File: config.mk
export PLATFORM = sky130hd
export DESIGN_NAME = encoder_servo_position_controller_unit
export DESIGN_NICKNAME = d
export VERILOG_FILES = /design/src/hdl/esp_pkg.sv /design/src/hdl/encoder_servo_position_controller_unit.sv
export SDC_FILE = /design/constraint.sdc
export NUM_CORES = 1
export LEC_CHECK = 0
export BUFFER_PORTS_ARGS = -buffer_cell sky130_fd_sc_hd__buf_2
export CAP_MARGIN = 15
export CORE_UTILIZATION = 65
export DETAILED_ROUTE_END_ITERATION = 10
export GPL_ROUTABILITY_DRIVEN = 1
export PLACE_DENSITY = 0.83
export SYNTH_ARGS = -nofsm -noshare
export SYNTH_HDL_FRONTEND = slang
export SYNTH_SLANG_ARGS = --single-unit
export TNS_END_PERCENT = 50
File: constraint.sdc
create_clock -name clk_i -period 19.2 [get_ports clk_i]
set_input_delay 3.84 -clock clk_i [delete_from_list [all_inputs] [get_ports clk_i]]
set_output_delay 3.84 -clock clk_i [all_outputs]
set_load 0.05 [all_outputs]
File: src/hdl/esp_pkg.sv
package esp_pkg;

  typedef enum logic [1:0] {
    ACT_ENCODER = 2'd0,
    ACT_BYTE    = 2'd1,
    ACT_STOP    = 2'd2,
    ACT_NONE    = 2'd3
  } action_e;

  typedef enum logic [1:0] {
    DIR_STOP    = 2'd0,
    DIR_FORWARD = 2'd1,
    DIR_REVERSE = 2'd2
  } dir_e;

  typedef enum logic [1:0] {
    REG_DRIVE_DUTY = 2'd0,
    REG_DEAD_BAND  = 2'd1,
    REG_SCALE      = 2'd2
  } cfg_reg_e;

  localparam logic [1:0] AB_A_ONLY = 2'd1;
  localparam logic [1:0] AB_B_ONLY = 2'd2;
  localparam logic [1:0] AB_BOTH   = 2'd3;

  localparam logic [1:0] MESSAGE_BYTES = 2'd2;
  localparam logic [1:0] HELD_OVERRUN  = MESSAGE_BYTES + 2'd1;

  localparam logic [6:0] DRIVE_DUTY_RST = 7'd5;
  localparam logic [7:0] DEAD_BAND_RST  = 8'd2;
  localparam logic [7:0] SCALE_RST      = 8'd25;

  // x / 10 == (x * RECIP_10) >> RECIP_SHIFT for any x below 2**24
  localparam int unsigned RECIP_SHIFT = 27;
  localparam logic [23:0] RECIP_10    = 24'd13421773;

  localparam logic [15:0] TARGET_MAX = 16'h7FFF;

  localparam int unsigned IN_DATA_W  = 16;
  localparam int unsigned OUT_DATA_W = 48;

endpackage

File: src/hdl/encoder_servo_position_controller_unit.sv
// Quadrature encoder bang-bang position servo. Each input request is one event
// (encoder sample, bus byte, bus stop) and yields exactly one drive decision
// with the position and target after that event. The block takes one request
// per clock while the output is not stalled, and returns its result through
// registered stages in order: the encoder count and byte buffer update, the
// angle times scale product, the divide by ten as a reciprocal multiply with
// saturation, and the deadband compare. A stalled result holds the whole pipeline,
// so input ready follows output ready whenever a result is waiting. Configuration
// writes are taken in any cycle.
module encoder_servo_position_controller_unit
  import esp_pkg::*;
(
  input  logic                  clk_i,
  input  logic                  rst_ni,
  input  logic                  s_axis_tvalid,
  output logic                  s_axis_tready,
  input  logic [IN_DATA_W-1:0]  s_axis_tdata,   // encoder_ab[1:0], rx_byte[9:2]
  input  logic [1:0]            s_axis_tuser,   // action[1:0]
  output logic                  m_axis_tvalid,
  input  logic                  m_axis_tready,
  output logic [OUT_DATA_W-1:0] m_axis_tdata,   // direction[1:0], duty[8:2],
                                                // position[24:9], target[40:25]
  input  logic                  cfg_valid_i,
  output logic                  cfg_ready_o,
  input  logic [1:0]            cfg_index_i,
  input  logic [7:0]            cfg_data_i
);

  logic [6:0] duty_cfg_q;
  logic [7:0] band_cfg_q;
  logic [7:0] scale_cfg_q;

  logic       advance;
  logic       accept;
  action_e    action;
  logic [1:0] enc_ab;
  logic [7:0] rx_byte;

  logic [1:0]  last_ab_q, last_ab_d;
  logic [15:0] pos_q, pos_d;
  logic [1:0]  held_q, held_d;
  logic [7:0]  store_q [2];
  logic        store_we;
  logic        load_d;

  logic        v1_q, load1_q;
  logic [15:0] pos1_q, angle1_q;
  logic        v2_q, load2_q;
  logic [15:0] pos2_q;
  logic [23:0] prod2_q;
  logic        v3_q;
  logic [15:0] pos3_q, tgt3_q;
  logic [15:0] target_q;

  logic [47:0] recip_prod;
  logic [20:0] quot;
  logic [15:0] tgt_sat, tgt_new;

  logic signed [17:0] pos_x, tgt_x, band_x;
  dir_e        dir_d;
  logic [6:0]  duty_d;

  logic        out_valid_q;
  dir_e        dir_q;
  logic [6:0]  duty_q;
  logic [15:0] opos_q, otgt_q;

  assign advance       = !out_valid_q || m_axis_tready;
  assign s_axis_tready = advance;
  assign accept        = s_axis_tvalid && advance;
  assign action        = action_e'(s_axis_tuser);
  assign enc_ab        = s_axis_tdata[1:0];
  assign rx_byte       = s_axis_tdata[9:2];
  assign cfg_ready_o   = 1'b1;

  always_ff @(posedge clk_i or negedge rst_ni) begin
    if (!rst_ni) begin
      duty_cfg_q  <= DRIVE_DUTY_RST;
      band_cfg_q  <= DEAD_BAND_RST;
      scale_cfg_q <= SCALE_RST;
    end else if (cfg_valid_i) begin
      case (cfg_reg_e'(cfg_index_i))
        REG_DRIVE_DUTY: duty_cfg_q  <= cfg_data_i[6:0];
        REG_DEAD_BAND:  band_cfg_q  <= cfg_data_i;
        REG_SCALE:      scale_cfg_q <= cfg_data_i;
        default: ;
      endcase
    end
  end

  always_comb begin
    last_ab_d = last_ab_q;
    pos_d     = pos_q;
    held_d    = held_q;
    store_we  = 1'b0;
    load_d    = 1'b0;
    case (action)
      ACT_ENCODER: begin
        if (enc_ab != last_ab_q) begin
          if (last_ab_q == AB_A_ONLY && enc_ab == AB_BOTH) begin
            pos_d = pos_q + 16'd1;
          end else if (last_ab_q == AB_B_ONLY && enc_ab == AB_BOTH) begin
            pos_d = pos_q - 16'd1;
          end
          last_ab_d = enc_ab;
        end
      end
      ACT_BYTE: begin
        if (held_q < MESSAGE_BYTES) begin
          store_we = accept;
          held_d   = held_q + 2'd1;
        end else begin
          held_d = HELD_OVERRUN;
        end
      end
      ACT_STOP: begin
        load_d = (held_q == MESSAGE_BYTES);
        held_d = 2'd0;
      end
      default: ;
    endcase
  end

  always_ff @(posedge clk_i or negedge rst_ni) begin
    if (!rst_ni) begin
      last_ab_q <= 2'd0;
      pos_q     <= 16'd0;
      held_q    <= 2'd0;
    end else if (accept) begin
      last_ab_q <= last_ab_d;
      pos_q     <= pos_d;
      held_q    <= held_d;
    end
  end

  always_ff @(posedge clk_i) begin
    if (store_we) begin
      store_q[held_q[0]] <= rx_byte;
    end
  end

  // stage 1: count and byte buffer updated
  always_ff @(posedge clk_i or negedge rst_ni) begin
    if (!rst_ni) begin
      v1_q <= 1'b0;
    end else if (advance) begin
      v1_q <= accept;
    end
  end

  always_ff @(posedge clk_i) begin
    if (advance) begin
      pos1_q   <= pos_d;
      load1_q  <= load_d;
      angle1_q <= {store_q[0], store_q[1]};
    end
  end

  // stage 2: angle times scale
  always_ff @(posedge clk_i or negedge rst_ni) begin
    if (!rst_ni) begin
      v2_q <= 1'b0;
    end else if (advance) begin
      v2_q <= v1_q;
    end
  end

  always_ff @(posedge clk_i) begin
    if (advance) begin
      pos2_q  <= pos1_q;
      load2_q <= load1_q;
      prod2_q <= 24'(angle1_q) * 24'(scale_cfg_q);
    end
  end

  // stage 3: divide by ten, saturate, update target
  assign recip_prod = 48'(prod2_q) * 48'(RECIP_10);
  assign quot       = recip_prod[RECIP_SHIFT +: 21];
  assign tgt_sat    = (|quot[20:15]) ? TARGET_MAX : quot[15:0];
  assign tgt_new    = load2_q ? tgt_sat : target_q;

  always_ff @(posedge clk_i or negedge rst_ni) begin
    if (!rst_ni) begin
      v3_q     <= 1'b0;
      target_q <= 16'd0;
    end else if (advance) begin
      v3_q <= v2_q;
      if (v2_q) begin
        target_q <= tgt_new;
      end
    end
  end

  always_ff @(posedge clk_i) begin
    if (advance) begin
      pos3_q <= pos2_q;
      tgt3_q <= tgt_new;
    end
  end

  // stage 4: deadband compare
  assign pos_x  = 18'(signed'(pos3_q));
  assign tgt_x  = 18'(signed'(tgt3_q));
  assign band_x = signed'({10'd0, band_cfg_q});

  always_comb begin
    dir_d  = DIR_STOP;
    duty_d = 7'd0;
    if (pos_x < tgt_x - band_x) begin
      dir_d  = DIR_FORWARD;
      duty_d = duty_cfg_q;
    end else if (pos_x > tgt_x + band_x) begin
      dir_d  = DIR_REVERSE;
      duty_d = duty_cfg_q;
    end
  end

  always_ff @(posedge clk_i or negedge rst_ni) begin
    if (!rst_ni) begin
      out_valid_q <= 1'b0;
    end else if (advance) begin
      out_valid_q <= v3_q;
    end
  end

  always_ff @(posedge clk_i) begin
    if (advance) begin
      dir_q  <= dir_d;
      duty_q <= duty_d;
      opos_q <= pos3_q;
      otgt_q <= tgt3_q;
    end
  end

  assign m_axis_tvalid = out_valid_q;
  assign m_axis_tdata  = {7'd0, otgt_q, opos_q, duty_q, dir_q};

endmodule

==> reports/summary.json, run 1 <==
{
  "timing.final.crit_share": {"value": 44.0, "unit": "%"},
  "hpwlAfterDp": {"value": 43300, "unit": "µm"},
  "fp.coreArea": {"value": 36800, "unit": "µm²"},
  "slew_headroom": {"value": 33.4, "unit": "%"},
  "totalNegativeSetupSlack": {"value": 0, "unit": "ns"},
  "post_cts_setup_buffer_count": {"value": 0},
  "io_pins": {"value": 84},
  "place.port_buffers": {"value": 69},
  "cts_resized": {"value": 0},
  "dr.first_iter.drc_count": {"value": 1121},
  "syn2layout_area_growth": {"value": 5.98, "unit": "%"},
  "worstSetupStartpoint": {"value": "prod2_q[14]$_DFFE_PN_"},
  "numClockSinks": {"value": 226},
  "routed_wl": {"value": 53900, "unit": "µm"},
  "worstPathCellList": {"value": "ha_1 -> fa_1 -> inv_1 -> fa_1 -> inv_1 -> fa_1 -> fa_1 -> fa_1 -> inv_1 -> fa_1 -> inv_1 -> ha_1 -> nand2_1 -> nor2_1 -> a311oi_2 -> o21ai_2 -> o211ai_2 -> nand2_2 -> a221o_2 -> xnor2_2 -> and4bb_1 -> a31oi_1"},
  "post_synth_instance_area": {"value": 24400, "unit": "µm²"},
  "cp.arrival": {"value": 8.66, "unit": "ns"},
  "num_antenna_cells": {"value": 0},
  "groute.usage.overall": {"value": 29.6, "unit": "%"},
  "ctsHoldBuffers": {"value": 0},
  "max_cap_violations": {"value": 0},
  "number_of_enable_type_register_cells_in_the_synthesized_netlist": {"value": 163},
  "syn_avg_cell_area": {"value": 10.7, "unit": "µm²"},
  "fmax_achieved": {"value": 118, "unit": "MHz"},
  "synth_cell_types": {"value": 84},
  "clock-root-buffer": {"value": "clkbuf_16"},
  "min_period": {"value": 8.45, "unit": "ns"},
  "synthArstFlopShare": {"value": 27.9, "unit": "%"},
  "report.final.setup_viol": {"value": 0},
  "critical_path.max_fanout": {"value": 26},
  "detail_route.first_pass.iterations": {"value": 6},
  "worstSetupPathType": {"value": "flip-flop to flip-flop"},
  "worst_r2r_start": {"value": "prod2_q[14]$_DFFE_PN_"},
  "yosysSeqAreaShare": {"value": 26.5, "unit": "%"},
  "post-synth-top-area-cell": {"value": "fa_1"},
  "grt_remaining_overflow": {"value": 0},
  "post_route_cells_drive_above_1_share": {"value": 7.39, "unit": "%"},
  "dr_total_vias": {"value": 16575},
  "fp.dieH": {"value": 196, "unit": "µm"},
  "routed_wire_length_per_instance": {"value": 19.1, "unit": "µm"},
  "timing.critical_path.mode_cell": {"value": "fa_1"},
  "worst_setup_path_start_kind": {"value": "flip-flop"},
  "measured_slew_at_the_worst_slew_check_pin": {"value": 0.990, "unit": "ns"},
  "number_of_antenna_violations_at_the_first_check_in_global_routing": {"value": 0},
  "critical_path_required": {"value": 19.41, "unit": "ns"},
  "numCtsBuffers": {"value": 22},
  "critical-path-max-stage-delay": {"value": 0.89, "unit": "ns"},
  "routability_congestion_estimate": {"value": 1.00},
  "grt_first_pass_wirelength": {"value": 89500, "unit": "µm"},
  "rsz0062_at_grt": {"value": "false"},
  "ff2ff_setup_slack": {"value": 10.75, "unit": "ns"},
  "worst_setup_path_endpoint": {"value": "tgt3_q[10]$_DFFE_PN_"},
  "rows": {"value": 70},
  "class_of_the_worst_hold_path": {"value": "flip-flop to flip-flop"},
  "antenna_violating_nets_post_route": {"value": 0},
  "yosys-top-cells-area": {"value": "fa_1, edfxtp_1, ha_1"},
  "crit_slowest_cell": {"value": "and4bb_1"},
  "clockBufferDepth": {"value": 3},
  "clock_latency": {"value": 0.52, "unit": "ns"},
  "first_global_vias": {"value": 18016},
  "synthCells": {"value": 2280},
  "fin_nets": {"value": 3028},
  "cp-end-kind": {"value": "flip-flop"},
  "mostFrequentLayoutCell": {"value": "inv_1"},
  "finalClockSkew": {"value": 0.0271, "unit": "ns"},
  "clkSlewWorstSetupHoldPaths": {"value": 0.06, "unit": "ns"},
  "post_placement_cell_area": {"value": 25200, "unit": "µm²"},
  "mostFrequentLayoutCells": {"value": "inv_1, ha_1, fa_1"},
  "route.detailed.drc": {"value": 0},
  "run_status": {"value": "complete, no violations"},
  "yosys.area.top_type_share": {"value": 24.5, "unit": "%"},
  "hold_viol_final": {"value": 0},
  "initial_core_utilization": {"value": 66.4, "unit": "%"},
  "tritoncts": {"value": "yes"},
  "synth.ff_latch_count": {"value": 226},
  "n_fill_cell": {"value": 2576},
  "cts_htree_levels": {"value": 1},
  "largest_net_degree_at_the_start_of_global_routing": {"value": 73},
  "final_cell_area": {"value": 25900, "unit": "µm²"},
  "die-area": {"value": 38300, "unit": "µm²"},
  "worst_r2r_path_depth": {"value": 22},
  "synthesis.yosys.warnings": {"value": 0},
  "postSynth.topFlopCell": {"value": "edfxtp_1"},
  "via_per_inst": {"value": 5.88},
  "final_util": {"value": 70.4, "unit": "%"},
  "floorplan.die.width": {"value": 196, "unit": "µm"},
  "regToRegEndpoint": {"value": "tgt3_q[10]$_DFFE_PN_"},
  "timing_max_transition_violations_final": {"value": 0}
}
[cells in the mapped netlist, types with 9 or more instances]
cell	instances
a31oi_1	39
mux2_2	23
nor3_1	19
xor2_1	49
edfxtp_1	163
o21bai_1	14
o21a_1	18
xnor2_1	55
nand3_1	21
o21ai_0	49
and3_1	17
o211ai_1	10
o41ai_1	9
nor2b_1	13
fa_1	299
a21o_1	25
dfrtp_1	57
ha_1	359
nand2_1	152
inv_1	475
nand4_1	15
nor2_1	89
clkbuf_1	29
and2_1	67
a21oi_1	61
[worst max-delay path, delay by kind of cell (launching register included)]
| family | cells | cell delay, ns |
|---|---|---|
| xor+xnor | 1 | 0.29 |
| flops | 1 | 0.61 |
| simple gates | 4 | 1.41 |
| fa+ha+maj | 8 | 4.06 |
| compound gates | 5 | 1.52 |
| buf+inv | 4 | 0.25 |
[metal layers]
layer | track usage (%) | share of wire, % | vias to the layer above
li1 | - | - | 7582
met1 | 38.0 | 41 | 8183
met2 | 50.6 | 48 | 658
met3 | 4.73 | 6.8 | 152
met4 | 11.7 | 4.0 | 0
met5 | 0 | 0 | -
[worst min path at each step]
stage | startpoint | to | depth (start not counted)
5_1_grt | pos2_q[12]$_DFFE_PN_ | pos3_q[12]$_DFFE_PN_ | 0
4_1_cts | store_q[1][4]$_DFFE_PP_ | angle1_q[4]$_DFFE_PN_ | 0
3_5_place_dp | store_q[1][4]$_DFFE_PP_ | angle1_q[4]$_DFFE_PN_ | 0
3_3_place_gp | pos1_q[14]$_DFFE_PN_ | pos2_q[14]$_DFFE_PN_ | 0
6_report | store_q[1][4]$_DFFE_PP_ | angle1_q[4]$_DFFE_PN_ | 0
2_1_floorplan | store_q[1][0]$_DFFE_PP_ | angle1_q[0]$_DFFE_PN_ | 0
[logic make-up after synthesis]
| group | count (synthesis) | synth area share, % |
|---|---|---|
| flip-flops | 226 | 26.5 |
| other | 2 | 0.0308 |
| AO/OA/AOI/OAI | 284 | 7.77 |
| buffers and inverters | 524 | 8.41 |
| multiplexers | 25 | 1.14 |
| AND/OR/NAND/NOR | 456 | 9.42 |
| adder cells (fa/ha/maj) | 658 | 42.9 |
| XOR/XNOR | 105 | 3.80 |
[layout make-up]
type / count / area, µm² / share of cell area [%]
multi-input combinational: 1536 / 15900 / 61.5
clock inverter: 8 / 86.3 / 0.334
sequential: 226 / 6480 / 25.0
inverter: 476 / 1790 / 6.90
tap: 468 / 586 / 2.26
clock buffer: 32 / 626 / 2.42
timing repair buffer: 75 / 390 / 1.51
[registers in the layout, summed over array words and instances (netlist names), 2 cells and up]
register,flops
prod2_q,24
angle1_q,16
opos_q,16
otgt_q,16
pos1_q,16
pos2_q,16
pos3_q,16
pos_q,16
store_q,16
target_q,16
tgt3_q,16
band_cfg_q,8
scale_cfg_q,8
duty_cfg_q,7
duty_q,7
dir_q,2
held_q,2
last_ab_q,2
[stage by stage]
stage | instances | worst slack [ns] | hold WS [ns]
2_1_floorplan | 2286 | 6.90 | 0.400
3_5_place_dp | 2781 | 10.79 | 0.405
4_1_cts | 2821 | 10.78 | 0.418
6_report | 2821 | 10.75 | 0.416
5_1_grt | 2821 | 10.44 | 0.422
3_3_place_gp | 2781 | 10.80 | 0.401
Power of run 1 is left out: the tool's default activity adds up to more than one toggle a clock period on the data nets, which glitch-free logic cannot reach.
==> run 2: changes to the inputs <==
--- a/config.mk
+++ b/config.mk
@@ -7,10 +7,10 @@
 export LEC_CHECK = 0
 export BUFFER_PORTS_ARGS = -buffer_cell sky130_fd_sc_hd__buf_2
 export CAP_MARGIN = 15
-export CORE_UTILIZATION = 65
+export CORE_UTILIZATION = 59
 export DETAILED_ROUTE_END_ITERATION = 10
 export GPL_ROUTABILITY_DRIVEN = 1
-export PLACE_DENSITY = 0.83
+export PLACE_DENSITY = 0.79
 export SYNTH_ARGS = -nofsm -noshare
 export SYNTH_HDL_FRONTEND = slang
 export SYNTH_SLANG_ARGS = --single-unit
==> constraint.sdc (replaced) <==
create_clock -name clk_i -period 6.77 [get_ports clk_i]
set_input_delay 1.354 -clock clk_i [delete_from_list [all_inputs] [get_ports clk_i]]
set_output_delay 1.354 -clock clk_i [all_outputs]
set_load 0.05 [all_outputs]
==> run 2 against run 1 <==
Against the previous run:
- the run now ends with negative setup slack left
- clock-buffer cell count shrank 4
- final area grew 10%
- highest routed layer unchanged
- clock skew grew 0.0029 ns
- worst setup slack lost 11 ns
- first-iteration DRC count grew 8.6%
- final cell count grew 10%
- sequential share of layout area shrank 2.3 points
- hold slack is essentially flat
==> reports/summary.json, run 2 (synthesized netlist as in run 1, its figures left out) <==
{
  "run_status": {"value": "finished with violations"},
  "failing_checks": {"value": "negative setup slack"},
  "cp.arrival": {"value": 7.30, "unit": "ns"},
  "antenna_violating_nets_post_route": {"value": 0},
  "hpwlAfterDp": {"value": 45300, "unit": "µm"},
  "rows": {"value": 74},
  "grt_remaining_overflow": {"value": 0},
  "mostFrequentLayoutCell": {"value": "inv_1"},
  "hold_viol_final": {"value": 0},
  "worst_r2r_start": {"value": "prod2_q[1]$_DFFE_PN_"},
  "worstSetupStartpoint": {"value": "prod2_q[1]$_DFFE_PN_"},
  "fmax_achieved": {"value": 142, "unit": "MHz"},
  "timing_max_transition_violations_final": {"value": 0},
  "report.final.setup_viol": {"value": 28},
  "largest_net_degree_at_the_start_of_global_routing": {"value": 71},
  "number_of_flip_flops_under_the_largest_register_name": {"value": 24},
  "max_cap_violations": {"value": 0},
  "finalClockSkew": {"value": 0.0301, "unit": "ns"},
  "cp-end-kind": {"value": "flip-flop"},
  "worstHoldPathCells": {"value": 0},
  "die-area": {"value": 42200, "unit": "µm²"},
  "groute.usage.overall": {"value": 27.8, "unit": "%"},
  "fp.coreArea": {"value": 40800, "unit": "µm²"},
  "routed_wl": {"value": 57900, "unit": "µm"},
  "first_global_vias": {"value": 18536},
  "clock-root-buffer": {"value": "clkbuf_16"},
  "timing.final.crit_share": {"value": 104, "unit": "%"},
  "io_pins": {"value": 84},
  "fin_nets": {"value": 3246},
  "hold_path.startpoint": {"value": "pos2_q[7]$_DFFE_PN_"},
  "place.port_buffers": {"value": 69},
  "worst_setup_path_start_kind": {"value": "flip-flop"},
  "routed_wire_length_per_instance": {"value": 18.7, "unit": "µm"},
  "numClockSinks": {"value": 226},
  "numCtsBuffers": {"value": 23},
  "critical_path_required": {"value": 7.03, "unit": "ns"},
  "critical_path.max_fanout": {"value": 7},
  "worstSetupPathType": {"value": "flip-flop to flip-flop"},
  "fp.dieH": {"value": 205, "unit": "µm"},
  "timing.final.ws_setup": {"value": -0.276, "unit": "ns"},
  "top_register": {"value": "prod2_q"},
  "ctsHoldBuffers": {"value": 0},
  "slew_headroom": {"value": 35.8, "unit": "%"},
  "post_route_cells_drive_above_1_share": {"value": 19.1, "unit": "%"},
  "tritoncts": {"value": "yes"},
  "fin_cells": {"value": 3104},
  "floorplan.die.width": {"value": 205, "unit": "µm"},
  "detail_route.first_pass.iterations": {"value": 7},
  "n_fill_cell": {"value": 2712},
  "route.detailed.drc": {"value": 0},
  "dr.first_iter.drc_count": {"value": 1217},
  "cts_htree_levels": {"value": 1},
  "clock_latency": {"value": 0.53, "unit": "ns"},
  "min_period": {"value": 7.05, "unit": "ns"},
  "via_per_inst": {"value": 5.63},
  "num_antenna_cells": {"value": 0},
  "measured_slew_at_the_worst_slew_check_pin": {"value": 0.964, "unit": "ns"},
  "mostFrequentLayoutCells": {"value": "inv_1, ha_1, fa_1"},
  "dr_total_vias": {"value": 17473},
  "syn2layout_area_growth": {"value": 16.9, "unit": "%"},
  "clkSlewWorstSetupHoldPaths": {"value": 0.07, "unit": "ns"},
  "initial_core_utilization": {"value": 59.8, "unit": "%"},
  "worst_r2r_path_depth": {"value": 26},
  "placed_cells_incl_taps": {"value": 3010},
  "number_of_antenna_violations_at_the_first_check_in_global_routing": {"value": 0},
  "routability_congestion_estimate": {"value": 0.980},
  "grt_first_pass_wirelength": {"value": 91700, "unit": "µm"},
  "class_of_the_worst_hold_path": {"value": "flip-flop to flip-flop"},
  "rsz0062_at_grt": {"value": "true"},
  "clockBufferDepth": {"value": 3}
}
[run 2: critical path: stages (launching register included)]
cell	delay, ns
edfxtp_1	0.51
buf_6	0.18
ha_2	0.18
xor2_2	0.16
ha_1	0.20
or2_4	0.26
fa_1	0.47
fa_2	0.57
fa_1	0.45
fa_1	0.50
inv_1	0.06
fa_1	0.53
inv_1	0.07
ha_4	0.17
a21oi_4	0.18
nand3_2	0.12
a311oi_4	0.35
o21ai_2	0.11
o211ai_2	0.26
buf_4	0.19
nand2_4	0.08
a221o_2	0.39
xnor2_2	0.19
and4bb_4	0.30
buf_12	0.12
buf_12	0.12
a31oi_1	0.09
[run 2: worst paths after layout]
| check | end | slack (ns) |
|---|---|---|
| max | tgt3_q[4]$_DFFE_PN_ | -0.28 |
| min | pos3_q[7]$_DFFE_PN_ | 0.42 |
| max reg2reg | tgt3_q[4]$_DFFE_PN_ | -0.28 |
| min reg2reg | pos3_q[7]$_DFFE_PN_ | 0.42 |
| max in group asynchronous | held_q[1]$_DFFE_PN0P_ | 5.16 |
| min in group asynchronous | target_q[13]$_DFFE_PN0P_ | 1.00 |
[run 2: through the flow]
step	TNS, ns	hold slack, ns	instance area [µm²]	setup WS, ns	util, %
floorplan	-1.11	0.400	24500	-0.125	-
global placement	-7.27	0.400	26500	-0.341	65.0
detailed placement	-9.53	0.405	26500	-0.419	65.0
CTS	-6.35	0.415	27800	-0.265	68.2
global route	-10.79	0.417	28500	-0.447	69.9
finish	-5.65	0.416	28500	-0.276	69.9
[run 2: timing repair]
| item | in CTS | in global routing |
|---|---|---|
| setup endpoints to repair | 30 | 30 |
| cloned | 2 | 0 |
| gates resized for setup | 61 | 87 |
| buffers inserted | 21 | 30 |
| pin swaps | 29 | 99 |
[run 2: routing by layer]
metal / GRT usage, % / share of wire (%)
met3: 4.36 / 6.3
met2: 48.4 / 50
met1: 35.3 / 40
met5: 0 / 0
met4: 9.18 / 3.5
[run 2: layout make-up]
| type | instances | area, µm² | area share, % |
|---|---|---|---|
| Multi-Input combinational cell | 1536 | 16700 | 58.7 |
| Sequential cell | 226 | 6480 | 22.7 |
| Timing Repair Buffer | 292 | 2140 | 7.50 |
| Inverter | 476 | 1790 | 6.26 |
| Tap cell | 532 | 666 | 2.33 |
| Clock buffer | 28 | 594 | 2.08 |
| Clock inverter | 14 | 129 | 0.451 |
Power of run 2 is left out for the same reason.
==> run 3: changes to the inputs <==
--- a/config.mk
+++ b/config.mk
@@ -10,6 +10,7 @@
 export CORE_UTILIZATION = 59
 export DETAILED_ROUTE_END_ITERATION = 10
 export GPL_ROUTABILITY_DRIVEN = 1
+export GPL_TIMING_DRIVEN = 0
 export PLACE_DENSITY = 0.79
 export SYNTH_ARGS = -nofsm -noshare
 export SYNTH_HDL_FRONTEND = slang
==> run 3 against run 2 <==
Against the previous run:
- the run still ends with negative setup slack left
- sequential share of layout area rose by 0.55 points
- maximum frequency fell by 5.8%
- flip-flop and latch count did not move
- wire length increased by 4.2%
- clock-buffer cell count grew 3
- non-clock buffer count down 66
- critical endpoint is now tgt3_q[10]$_DFFE_PN_
==> reports/summary.json, run 3 (synthesized netlist as in run 1, its figures left out) <==
{
  "run_status": {"value": "finished with violations"},
  "failing_checks": {"value": "negative setup slack"},
  "class_of_the_worst_hold_path": {"value": "flip-flop to flip-flop"},
  "max_cap_violations": {"value": 0},
  "hold_viol_final": {"value": 0},
  "route.detailed.drc": {"value": 0},
  "clockBufferDepth": {"value": 3},
  "post_placement_cell_area": {"value": 25500, "unit": "µm²"},
  "numClockSinks": {"value": 226},
  "grt_remaining_overflow": {"value": 0},
  "top_register": {"value": "prod2_q"},
  "groute.usage.overall": {"value": 28.6, "unit": "%"},
  "critical-path-max-stage-delay": {"value": 0.61, "unit": "ns"},
  "syn2layout_area_growth": {"value": 14.1, "unit": "%"},
  "fp.dieH": {"value": 205, "unit": "µm"},
  "fmax_achieved": {"value": 134, "unit": "MHz"},
  "dr_total_vias": {"value": 17434},
  "crit_slowest_cell": {"value": "fa_1"},
  "io_pins": {"value": 84},
  "slew_headroom": {"value": 30.5, "unit": "%"},
  "clkSlewWorstSetupHoldPaths": {"value": 0.06, "unit": "ns"},
  "mostFrequentLayoutCells": {"value": "inv_1, ha_1, fa_1"},
  "timing.final.ws_setup": {"value": -0.707, "unit": "ns"},
  "fin_nets": {"value": 3179},
  "rows": {"value": 74},
  "number_of_antenna_violations_at_the_first_check_in_global_routing": {"value": 1},
  "report.final.setup_viol": {"value": 30},
  "cp.arrival": {"value": 7.70, "unit": "ns"},
  "finalClockSkew": {"value": 0.0118, "unit": "ns"},
  "post_route_cells_drive_above_1_share": {"value": 15.1, "unit": "%"},
  "via_per_inst": {"value": 5.74},
  "clock_latency": {"value": 0.52, "unit": "ns"},
  "tritoncts": {"value": "yes"},
  "detail_route.first_pass.iterations": {"value": 6},
  "critical_path_required": {"value": 7.00, "unit": "ns"},
  "floorplan.die.width": {"value": 205, "unit": "µm"},
  "mostFrequentLayoutCell": {"value": "inv_1"},
  "worst_r2r_start": {"value": "prod2_q[9]$_DFFE_PN_"},
  "n_fill_cell": {"value": 2822},
  "largest_net_degree_at_the_start_of_global_routing": {"value": 95},
  "first_global_vias": {"value": 18388},
  "number_of_flip_flops_under_the_largest_register_name": {"value": 24},
  "antenna_violating_nets_post_route": {"value": 0},
  "place.port_buffers": {"value": 69},
  "critical_path.max_fanout": {"value": 5},
  "die-area": {"value": 42200, "unit": "µm²"},
  "timing.critical_path.mode_cell": {"value": "fa_1"},
  "rsz0062_at_grt": {"value": "true"},
  "timing.final.crit_share": {"value": 110, "unit": "%"},
  "dr.first_iter.drc_count": {"value": 1360},
  "fp.coreArea": {"value": 40800, "unit": "µm²"},
  "hold_path.startpoint": {"value": "pos1_q[15]$_DFFE_PN_"},
  "cp-end-kind": {"value": "flip-flop"},
  "routed_wl": {"value": 60300, "unit": "µm"},
  "initial_core_utilization": {"value": 59.8, "unit": "%"},
  "worst_setup_path_start_kind": {"value": "flip-flop"},
  "cts_htree_levels": {"value": 1},
  "measured_slew_at_the_worst_slew_check_pin": {"value": 1.04, "unit": "ns"},
  "min_period": {"value": 7.48, "unit": "ns"},
  "timing_max_transition_violations_final": {"value": 0},
  "worstSetupPathType": {"value": "flip-flop to flip-flop"},
  "routed_wire_length_per_instance": {"value": 19.9, "unit": "µm"},
  "final_cell_area": {"value": 27900, "unit": "µm²"},
  "worstSetupStartpoint": {"value": "prod2_q[9]$_DFFE_PN_"},
  "grt_first_pass_wirelength": {"value": 93900, "unit": "µm"},
  "numCtsBuffers": {"value": 22},
  "hpwlAfterDp": {"value": 43500, "unit": "µm"},
  "clock-root-buffer": {"value": "clkbuf_16"},
  "routability_congestion_estimate": {"value": 0.949}
}
==> run 3: metal layers <==
metal / vias up / part of all wire, % / routed length (µm) / global-route usage [%]
li1: 7900 / - / - / -
met3: 176 / 7.0 / 4200 / 3.74
met1: 8623 / 40 / 24300 / 37.3
met4: 0 / 3.9 / 2350 / 9.02
met2: 735 / 49 / 29400 / 49.6
met5: - / 0 / 0 / 0
==> run 3: metrics by stage <==
step,utilization (%),TNS [ns],setup slack [ns],std cells,hold slack [ns]
global route,68.2,-21.33,-0.823,3036,0.417
finish,68.2,-17.58,-0.707,3037,0.410
CTS,67.4,-5.22,-0.310,3014,0.413
floorplan,-,-1.11,-0.125,2286,0.400
global placement,62.4,-28.78,-1.12,2887,0.400
detailed placement,62.5,-28.13,-1.13,2889,0.405
==> run 3: area by class of cell <==
class | instances | area [µm²] | share of cell area (%)
multi-input cells | 1536 | 16700 | 59.9
flip-flops and latches | 226 | 6480 | 23.2
inverters | 476 | 1790 | 6.41
repair buffers | 180 | 1260 | 4.51
well taps | 532 | 666 | 2.39
clock buffers | 31 | 594 | 2.13
plain buffers | 46 | 269 | 0.965
clock inverters | 9 | 110 | 0.395
diodes | 1 | 2.50 | 0.00898
==> run 3: critical path, delay by kind of cell (launching register included) <==
family | cells | cell delay, ns
AOI/OAI and AO/OA | 8 | 1.46
and+or+nand+nor | 2 | 0.68
buffers and inverters | 7 | 0.73
adders and majority gates | 8 | 3.76
DFF | 1 | 0.53
==> run 3: worst paths after layout <==
kind                                              to  slack [ns]  cells after the start
setup / recovery                tgt3_q[10]$_DFFE_PN_       -0.71                     25
hold / removal                  pos2_q[15]$_DFFE_PN_        0.41                      0
setup reg to reg                tgt3_q[10]$_DFFE_PN_       -0.71                     25
hold reg to reg                 pos2_q[15]$_DFFE_PN_        0.41                      0
max in group asynchronous  band_cfg_q[3]$_DFFE_PN0P_        5.24                      1
min in group asynchronous    target_q[5]$_DFFE_PN0P_        0.91                      1
==> run 3: what timing repair did <==
action / CTS / global route
hold buffers: 0 / 0
setup buffers: 87 / 20
gates cloned: 0 / 2
endpoints found under the hold margin: 0 / 0
gates resized for setup: 112 / 32
pin swaps: 55 / 40
setup endpoints to repair: 30 / 30
Power of run 3 is left out for the same reason.
